[src/design/oscc_pkg.sv]
// shared types and constants for the obstacle segment collision check
`timescale 1ns / 1ps
`default_nettype none
package oscc_pkg;
  localparam int MAX_OBSTACLES = 16;
  localparam int IDX_W = $clog2(MAX_OBSTACLES);
  localparam int CNT_W = $clog2(MAX_OBSTACLES + 1);
  localparam int T_FRAC_BITS = 16;

  localparam logic [1:0] KIND_ADD    = 2'd0;
  localparam logic [1:0] KIND_REMOVE = 2'd1;
  localparam logic [1:0] KIND_CLEAR  = 2'd2;
  localparam logic [1:0] KIND_QUERY  = 2'd3;

  localparam logic [1:0] ST_DONE   = 2'd0;
  localparam logic [1:0] ST_HIT    = 2'd1;
  localparam logic [1:0] ST_REJECT = 2'd2;

  typedef struct packed {
    logic signed [15:0] x;
    logic signed [15:0] y;
    logic [14:0]        r;
  } obstacle_t;

  // commands from controller to datapath
  typedef struct packed {
    logic       load;      // capture input beat
    logic       rd;        // read entry at rd_addr
    logic [IDX_W-1:0] rd_addr;
    logic       wr;        // write entry
    logic [IDX_W-1:0] wr_addr;
    logic       wr_shift;  // write data comes from last read
    logic       geo;       // compute dot/len terms on read entry
    logic       div_start;
    logic       pt;        // compute the clamped projection parameter t
    logic       scale;     // segment scaled by t
    logic       cmp;       // final compare
  } dp_cmd_t;

  typedef struct packed {
    logic div_busy;
    logic hit;
  } dp_stat_t;
endpackage
`default_nettype wire

[src/design/oscc_ctrl.sv]
// controller: sequences table edits and the query walk
`timescale 1ns / 1ps
`default_nettype none
module oscc_ctrl (
  input  wire logic              clk,
  input  wire logic              rst,
  input  wire logic              in_valid,
  output logic                   in_ready,
  input  wire logic [1:0]        kind,
  input  wire logic [7:0]        remove_index,
  output logic                   out_valid,
  input  wire logic              out_ready,
  output logic [1:0]             status,
  output logic [7:0]             hit_index,
  output logic                   hit_sel,
  output logic [8:0]             table_count,
  output oscc_pkg::dp_cmd_t      cmd,
  input  wire oscc_pkg::dp_stat_t stat
);
  localparam int IW = oscc_pkg::IDX_W;
  localparam int CW = oscc_pkg::CNT_W;
  typedef enum logic [3:0] {
    S_IDLE, S_ADD, S_SHRD, S_SHWR, S_QRD, S_QGEO, S_QDIV, S_QWAIT, S_QPT, S_QDST,
    S_QCMP, S_QCHK, S_OUT
  } state_t;
  state_t state;
  logic [CW-1:0] count;
  logic [IW:0] idx;

  assign in_ready = (state == S_IDLE) && !out_valid;
  assign table_count = 9'(count);

  // command decode
  always_comb begin
    cmd = '0;
    cmd.load = in_valid && in_ready;
    cmd.rd_addr = idx[IW-1:0];
    cmd.wr_addr = (state == S_ADD) ? count[IW-1:0] : IW'(idx - 1'b1);
    cmd.wr = (state == S_ADD) || (state == S_SHWR);
    cmd.wr_shift = (state == S_SHWR);
    cmd.rd = (state == S_SHRD) || (state == S_QRD);
    cmd.geo = (state == S_QGEO);
    cmd.div_start = (state == S_QDIV);
    cmd.pt = (state == S_QPT);
    cmd.scale = (state == S_QDST);
    cmd.cmp = (state == S_QCMP);
  end

  // state and registered outputs
  always_ff @(posedge clk) begin
    if (rst) begin
      state <= S_IDLE;
      count <= '0;
      out_valid <= 1'b0;
      idx <= '0;
    end else begin
      if (out_valid && out_ready) out_valid <= 1'b0;
      unique case (state)
        S_IDLE: if (in_valid && in_ready) begin
          status <= oscc_pkg::ST_DONE;
          hit_index <= '0;
          hit_sel <= 1'b0;
          unique case (kind)
            oscc_pkg::KIND_ADD: begin
              if (count == CW'(oscc_pkg::MAX_OBSTACLES)) begin
                status <= oscc_pkg::ST_REJECT;
                state <= S_OUT;
              end else state <= S_ADD;
            end
            oscc_pkg::KIND_REMOVE: begin
              if (9'(remove_index) >= 9'(count)) begin
                status <= oscc_pkg::ST_REJECT;
                state <= S_OUT;
              end else begin
                idx <= (IW+1)'(remove_index) + 1'b1;
                state <= S_SHRD;
              end
            end
            oscc_pkg::KIND_CLEAR: begin
              count <= '0;
              state <= S_OUT;
            end
            default: begin
              idx <= '0;
              state <= (count == 0) ? S_OUT : S_QRD;
            end
          endcase
        end
        S_ADD: begin
          count <= count + 1'b1;
          state <= S_OUT;
        end
        S_SHRD: begin
          if ((IW+1)'(idx) >= (IW+1)'(count)) begin
            count <= count - 1'b1;
            state <= S_OUT;
          end else state <= S_SHWR;
        end
        S_SHWR: begin
          idx <= idx + 1'b1;
          state <= S_SHRD;
        end
        S_QRD:   state <= S_QGEO;
        S_QGEO:  state <= S_QDIV;
        S_QDIV:  state <= S_QWAIT;
        S_QWAIT: if (!stat.div_busy) state <= S_QPT;
        S_QPT:   state <= S_QDST;
        S_QDST:  state <= S_QCMP;
        S_QCMP:  state <= S_QCHK;
        S_QCHK: begin
          if (stat.hit) begin
            status <= oscc_pkg::ST_HIT;
            hit_index <= 8'(idx);
            hit_sel <= 1'b1;
            state <= S_OUT;
          end else if ((IW+1)'(idx) + 1'b1 >= (IW+1)'(count)) state <= S_OUT;
          else begin
            idx <= idx + 1'b1;
            state <= S_QRD;
          end
        end
        S_OUT: begin
          out_valid <= 1'b1;
          state <= S_IDLE;
        end
        default: state <= S_IDLE;
      endcase
    end
  end
endmodule
`default_nettype wire

[config.mk]
export PLATFORM = sky130hd
export DESIGN_NAME = oscc_ctrl
export DESIGN_NICKNAME = d
export VERILOG_FILES = /design/src/design/oscc_pkg.sv /design/src/design/oscc_ctrl.sv
export SDC_FILE = /design/constraint.sdc
export NUM_CORES = 1
export LEC_CHECK = 0
export BUFFER_PORTS_ARGS = -buffer_cell sky130_fd_sc_hd__buf_2
export CAP_MARGIN = 15
export CORE_AREA = 2 2 70 72
export CTS_BUF_LIST = sky130_fd_sc_hd__clkbuf_16
export DETAILED_ROUTE_END_ITERATION = 12
export DIE_AREA = 0 0 72 74
export PLACE_DENSITY = 0.76
export SLEW_MARGIN = 20
export SYNTH_ARGS = -nofsm -noshare
export SYNTH_HDL_FRONTEND = slang
export SYNTH_SLANG_ARGS = --single-unit
[constraint.sdc]
create_clock -name clk -period 2.1 [get_ports clk]
set_input_delay 0.21 -clock clk [delete_from_list [all_inputs] [get_ports clk]]
set_output_delay 0.21 -clock clk [all_outputs]
set_load 0.005 [all_outputs]
==> flow_summary_export.csv, run 1 <==
group,metric,value,unit
grt,grt_max_degree,23,
sta,layout_worst_path_cycle_share,1.03,
sta,hold_violations,0,
sta,slew_headroom,0.631,
route,detail-route-antenna-nets,0,
layout,drive_above_1_share,0.417,
layout,syn_to_final_growth,34.2,%
sta,fmax,0.465,GHz
status,violations,"negative setup slack",
power_and_ir_drop,vdd_ir_drop_max,0.406,mV
sta,worst_slew_pin_slew,0.551,ns
power_and_ir_drop,p_total,2.64,mW
logic_synthesis,synthTopCellsByArea,"dfxtp_1 (14%), ha_1 (12%), edfxtp_1 (11%)",
grt,antenna_found_initial,0,
power_and_ir_drop,internal-power,1.55,mW
logic_synthesis,yosys.area.top_type,"dfxtp_1",
die,ios,55,
status,outcome,"finished, violations left",
grt,grt_use_met3,0.0366,
power_and_ir_drop,p_switching,1.10,mW
layout,final_cell_mix,"buf_2 (47), buf_4 (29), a21oi_1 (20)",
logic_synthesis,synth_seq_cells,23,
sta,rsz0062_at_grt,"true",
logic_synthesis,synth_seq_area_share,0.246,
sta,setup_slack,-0.0525,ns
sta,clock-skew-final,0.00355,ns
logic_synthesis,synth.avg_cell_area,8.45,um2
clock_network,cts_root_buf,"clkbuf_16",
grt,grt_pass1_wl,9.23,mm
power_and_ir_drop,powerDensity,897,nW/um2
layout,postLayoutCellArea,2950,um2
power_and_ir_drop,p_seq_frac,0.249,
route,wl_per_cell,16.5,um
worst_setup_path,slowest_delay,0.39,ns
route,vias,2203,
layout,nets,363,
sta,setup_viol,2,
clock_network,cts_sinks,23,
worst_setup_path,cp_slowest_cell,"dfxtp_4",
route,viasPerCell,5.83,
route,drt-total-wl,6.25,mm
clock_network,cts_tree,"built",
die,rows,25,
clock_network,clock_latency,0.26,ns
logic_synthesis,synth_ff_type,"dfxtp_1",
hold_path,hp-class,"in2reg",
layout,final_cells,378,
logic_synthesis,ys_warn_count,0,
logic_synthesis,synth_edf_count,8,
worst_setup_path,cp_cell_sequence,"inv_2, ha_4, ha_1, a21boi_1, o31ai_2, a21o_1, buf_6, a311oi_2, a31o_1",
clock_network,h-tree-depth,1,
die,coreArea,4600,um2
grt,track_usage,0.219,
layout,num_antenna_cells,0,
grt,grt-ovfl-total,0,
placed_design,post-place-cells,367,
grt,grt_pass1_vias,2011,
run,maxCapViolations,0,
placed_design,post-place-ws,-0.104,ns
worst_setup_path,critPathTopFamily,"compound AO/OA/AOI/OAI gates",
die,start_util,0.478,
logic_synthesis,netlist_area,2200,um2
worst_setup_path,path_max_fanout,5,
grt,grt.met1_usage,0.278,
clock_network,clk_pin_slew,0.06,ns
die,die_area,5330,um2
logic_synthesis,synth-async-reset-ratio,0,
worst_setup_path,cp.required,2.25,ns
power_and_ir_drop,p_comb_frac,0.589,
logic_synthesis,syn_inst,260,
worst_setup_path,crit_path_end_kind,"register",
clock_network,holdBufCountCts,0,
worst_setup_path,cp-start-kind,"register",
route,first_pass_iters,4,
sta,period_needed,2.15,ns
placed_design,place.gp.congestion,0.913,
grt,met2_usage,0.389,
layout,fillers,376,
power_and_ir_drop,p_leak,1.29,nW
layout,layout_commonest_cell,"buf_2",
sta,slew_violations,0,
logic_synthesis,ys_types,62,
worst_setup_path,cp_num_buf_inv,2,
power_and_ir_drop,netSwitchingFraction,0.415,
route,post-route-drc-count,0,
placed_design,hpwl,4.43,mm
clock_network,clockBufferDepth,2,
placed_design,portBuffers,47,
route,dr.first_iter.drc_count,134,
worst_setup_path,crit_arrival,2.30,ns
placed_design,dpl-instance-area,2590,um2
worst_setup_path,worst-setup-path-type,"reg2reg",
power_and_ir_drop,clockPowerShare,0.162,
clock_network,cts_buffers,3,
logic_synthesis,netlist.area_leader.share,0.137,
die,die_height,74,um
die,die_width,72,um
grt,top_usage_layer,"met2",
## area by class of cell
cell class	instances	area, um2	area share
flip-flops and latches	23	553	0.188
multi-input cells	201	1670	0.566
well taps	54	67.6	0.0229
inverters	17	73.8	0.0251
clock buffers	3	75.1	0.0255
repair buffers	79	504	0.171
clock inverters	1	5.00	0.00170
## cell families (layout without fill, tap and decap cells)
| family | count (synthesis) | after routing | synth area share |
|---|---|---|---|
| and+or+nand+nor | 85 | 85 | 0.223 |
| AOI/OAI and AO/OA | 73 | 73 | 0.242 |
| buffers and inverters | 42 | 100 | 0.103 |
| DFF | 23 | 23 | 0.246 |
| adders and majority gates | 22 | 22 | 0.129 |
| other | 1 | 7 | 0.00171 |
| xor gates and xnor gates | 14 | 14 | 0.0558 |
## state kept, by name (all words and copies together), names as in the netlist
| name | count |
|---|---|
| count | 5 |
| hit_index | 5 |
| idx | 5 |
| state | 4 |
| status | 2 |
| hit_sel | 1 |
| out_valid | 1 |
## cell usage after synthesis, types with 2 or more instances
cell type	number
nand4_1	5
clkbuf_1	8
nor3b_1	2
edfxtp_1	8
buf_2	3
o211ai_1	2
o31ai_1	5
a211oi_2	5
dfxtp_1	15
ha_1	21
a31oi_1	3
a21oi_1	23
nor4_2	2
a211oi_1	2
nand2b_1	4
xor2_1	7
or4_1	3
o21ai_0	10
a21o_1	4
nor2b_1	3
buf_4	11
inv_1	16
buf_6	3
nand2_1	15
nor2_1	12
nor3_1	13
xnor2_1	7
nand3_1	8
and2_1	6
a211o_1	2
## metrics by stage
stage               hold slack, ns  utilization  setup TNS (ns)
global route                 0.295        0.641          -0.422
global placement             0.497        0.564               0
CTS                          0.233        0.596       -0.000208
finish                       0.228        0.641         -0.0688
detailed placement           0.501        0.564          -0.333
floorplan                    0.381            -         -0.0388
## layer usage
| metal | up-vias | wire length, um | share of wire |
|---|---|---|---|
| met3 | 16 | 278 | 0.045 |
| met4 | 0 | 153 | 0.024 |
| li1 | 1062 | - | - |
| met5 | - | 0 | 0 |
| met2 | 71 | 3240 | 0.52 |
| met1 | 1054 | 2580 | 0.41 |
## worst register-to-register path, stage by stage, from the launching register on
cell and delay (ns):
dfxtp_4 0.39, inv_2 0.07, ha_4 0.27, ha_1 0.21
a21boi_1 0.15, o31ai_2 0.26, a21o_1 0.26, buf_6 0.14
a311oi_2 0.08, a31o_1 0.22
## power groups by stage
stage | combinational [mW] | clock [mW] | sequential (mW)
after floorplan | 0.924 | 0 | 0.618
after global placement | 1.32 | 0 | 0.626
after detailed placement | 1.34 | 0 | 0.628
after CTS | 1.39 | 0.426 | 0.633
after global routing | 1.70 | 0.447 | 0.669
final | 1.56 | 0.429 | 0.657
## path summary, 6_finish.rpt
path                            depth (start not counted)  slack [ns]                   start                endpoint
worst max-delay path                                    9       -0.05     idx[0]$_SDFFE_PP0P_     idx[0]$_SDFFE_PP0P_
worst min-delay path                                    4        0.23               out_ready  out_valid$_SDFFE_PP0P_
worst max register to register                          9       -0.05     idx[0]$_SDFFE_PP0P_     idx[0]$_SDFFE_PP0P_
worst min register to register                          2        0.58  out_valid$_SDFFE_PP0P_  out_valid$_SDFFE_PP0P_
## timing repair
action | CTS | global route
endpoints found under the hold margin | 0 | 0
setup endpoints to repair | 7 | 13
pin swaps | 7 | 19
resized for setup | 16 | 25
buffers inserted | 1 | 6
Note: power is estimated with default switching activity, not from simulation.
==> run 2: changes to the inputs <==
--- a/config.mk
+++ b/config.mk
@@ -12,6 +12,7 @@
 export DETAILED_ROUTE_END_ITERATION = 12
 export DIE_AREA = 0 0 72 74
 export PLACE_DENSITY = 0.76
+export SETUP_SLACK_MARGIN = 0.15
 export SLEW_MARGIN = 20
 export SYNTH_ARGS = -nofsm -noshare
 export SYNTH_HDL_FRONTEND = slang
==> flow_summary_export.csv, run 2 (same netlist as run 1, synthesis figures left out) <==
group,metric,value,unit
status,outcome,"finished, violations left",
status,violations,"negative setup slack",
sta,period_needed,2.16,ns
sta,rsz0062_at_grt,"true",
route,post-route-drc-count,0,
sta,tns,-0.117,ns
power_and_ir_drop,clockPowerShare,0.156,
sta,layout_worst_path_cycle_share,1.03,
grt,grt-ovfl-total,0,
power_and_ir_drop,p_comb_frac,0.612,
worst_setup_path,crit_path_end_kind,"register",
worst_setup_path,path_max_fanout,4,
clock_network,clk_pin_slew,0.07,ns
sta,fmax,0.462,GHz
grt,track_usage,0.227,
grt,grt_pass1_wl,9.49,mm
die,rows,25,
clock_network,h-tree-depth,1,
power_and_ir_drop,netSwitchingFraction,0.410,
placed_design,place.gp.congestion,0.887,
die,ios,55,
die,coreArea,4600,um2
worst_setup_path,reg2reg_depth,10,
power_and_ir_drop,p_seq_frac,0.232,
worst_setup_path,worst-setup-path-type,"reg2reg",
die,die_width,72,um
sta,setup_slack,-0.0636,ns
worst_setup_path,cp_cell_sequence,"buf_12, ha_4, nand3_2, xnor2_2, ha_1, o31ai_2, a21o_1, buf_6, a311oi_2, a31o_1",
grt,grt_max_degree,22,
route,dr.first_iter.drc_count,133,
die,die_area,5330,um2
worst_setup_path,path_depth,10,
run,maxCapViolations,0,
die,die_height,74,um
power_and_ir_drop,p_leak,1.34,nW
layout,final_cells,387,
power_and_ir_drop,vdd_ir_drop_max,0.541,mV
route,detail-route-antenna-nets,0,
hold_path,worst_hold_path.num_cells,4,
clock_network,clock_latency,0.26,ns
layout,num_antenna_cells,0,
hold_path,hp-class,"in2reg",
clock_network,cts_sinks,23,
worst_setup_path,cp_num_buf_inv,2,
grt,antenna_found_initial,0,
route,wl_per_cell,16.3,um
power_and_ir_drop,internal-power,1.64,mW
route,vias,2227,
placed_design,hpwl,4.47,mm
clock_network,cts_root_buf,"clkbuf_16",
power_and_ir_drop,powerDensity,902,nW/um2
sta,setup_viol,3,
layout,layout_commonest_cell,"buf_2",
grt,grt_pass1_vias,2004,
clock_network,clockBufferDepth,2,
route,drt-total-wl,6.29,mm
clock_network,cts_buffers,3,
worst_setup_path,critPathTopFamily,"compound AO/OA/AOI/OAI gates",
worst_setup_path,crit_arrival,2.32,ns
die,start_util,0.478,
placed_design,post-place-ws,-0.0686,ns
layout,final_util,0.668,
layout,nets,372,
clock_network,cts_tree,"built",
worst_setup_path,cp.required,2.25,ns
layout,syn_to_final_growth,39.8,%
route,viasPerCell,5.75,
worst_setup_path,slowest_delay,0.38,ns
route,first_pass_iters,4,
layout,drive_above_1_share,0.456,
sta,slew_violations,0,
clock_network,holdBufCountCts,0,
sta,clock-skew-final,0.00753,ns
placed_design,portBuffers,47,
worst_setup_path,cp_slowest_cell,"dfxtp_4",
power_and_ir_drop,p_switching,1.13,mW
layout,final_cell_mix,"buf_2 (47), buf_4 (31), a21oi_1 (17)",
sta,hold_violations,0,
placed_design,post-place-cells,365,
layout,largestRegisters,"count (5), hit_index (5), idx (5)",
worst_setup_path,cp-start-kind,"register",
==> run 2: cell count changes in the layout (fill, tap and decap cells not counted), sizes merged <==
cell	before	now
inv	17	16
buf	79	88
clkinv	1	2
==> run 2: per-stage QoR <==
step / area [um2] / hold WS, ns / total power, mW
4_1_cts: 2880 / 0.257 / 2.55
5_1_grt: 3070 / 0.298 / 2.96
3_3_place_gp: 2600 / 0.493 / 1.93
6_report: 3070 / 0.257 / 2.77
2_1_floorplan: 2280 / 0.381 / 1.57
3_5_place_dp: 2600 / 0.523 / 1.96
==> run 2: power groups by stage <==
stage	Sequential (mW)	Combinational (mW)	Clock, mW
detailed placement	0.639	1.33	0
global placement	0.634	1.30	0
floorplan	0.627	0.942	0
global route	0.656	1.85	0.453
finish	0.643	1.70	0.431
CTS	0.630	1.49	0.431
==> run 2: what timing repair did <==
item | in CTS | in global routing
pin swaps | 18 | 26
endpoints found under the setup margin | 13 | 26
resized for setup | 17 | 40
setup buffers | 13 | 5
==> run 2: final timing paths <==
| check | start | to | slack [ns] |
|---|---|---|---|
| setup / recovery | idx[0]$_SDFFE_PP0P_ | idx[0]$_SDFFE_PP0P_ | -0.06 |
| hold / removal | out_ready | out_valid$_SDFFE_PP0P_ | 0.26 |
| setup reg to reg | idx[0]$_SDFFE_PP0P_ | idx[0]$_SDFFE_PP0P_ | -0.06 |
| hold reg to reg | idx[3]$_SDFFE_PP0P_ | hit_index[3]$_SDFFCE_PN0P_ | 0.59 |
==> run 2: routing by layer <==
metal	GRT usage	wire length [um]
met1	0.289	2630
met2	0.413	3290
met3	0.0298	240
met4	0.0503	132
met5	0	0
==> run 2: cell type report <==
cell class	instances	area [um2]
Clock buffer	3	75.1
Clock inverter	1	5.00
Fill cell	400	1530
Inverter	17	73.8
Multi-Input combinational cell	201	1680
Sequential cell	23	561
Tap cell	54	67.6
Timing Repair Buffer	88	607
==> run 2: worst register-to-register path, stage by stage (launching register included) <==
cell and delay [ns]:
dfxtp_4 0.38, buf_12 0.11, ha_4 0.15, nand3_2 0.09, xnor2_2 0.15, ha_1 0.31
o31ai_2 0.23, a21o_1 0.21, buf_6 0.14, a311oi_2 0.08, a31o_1 0.21
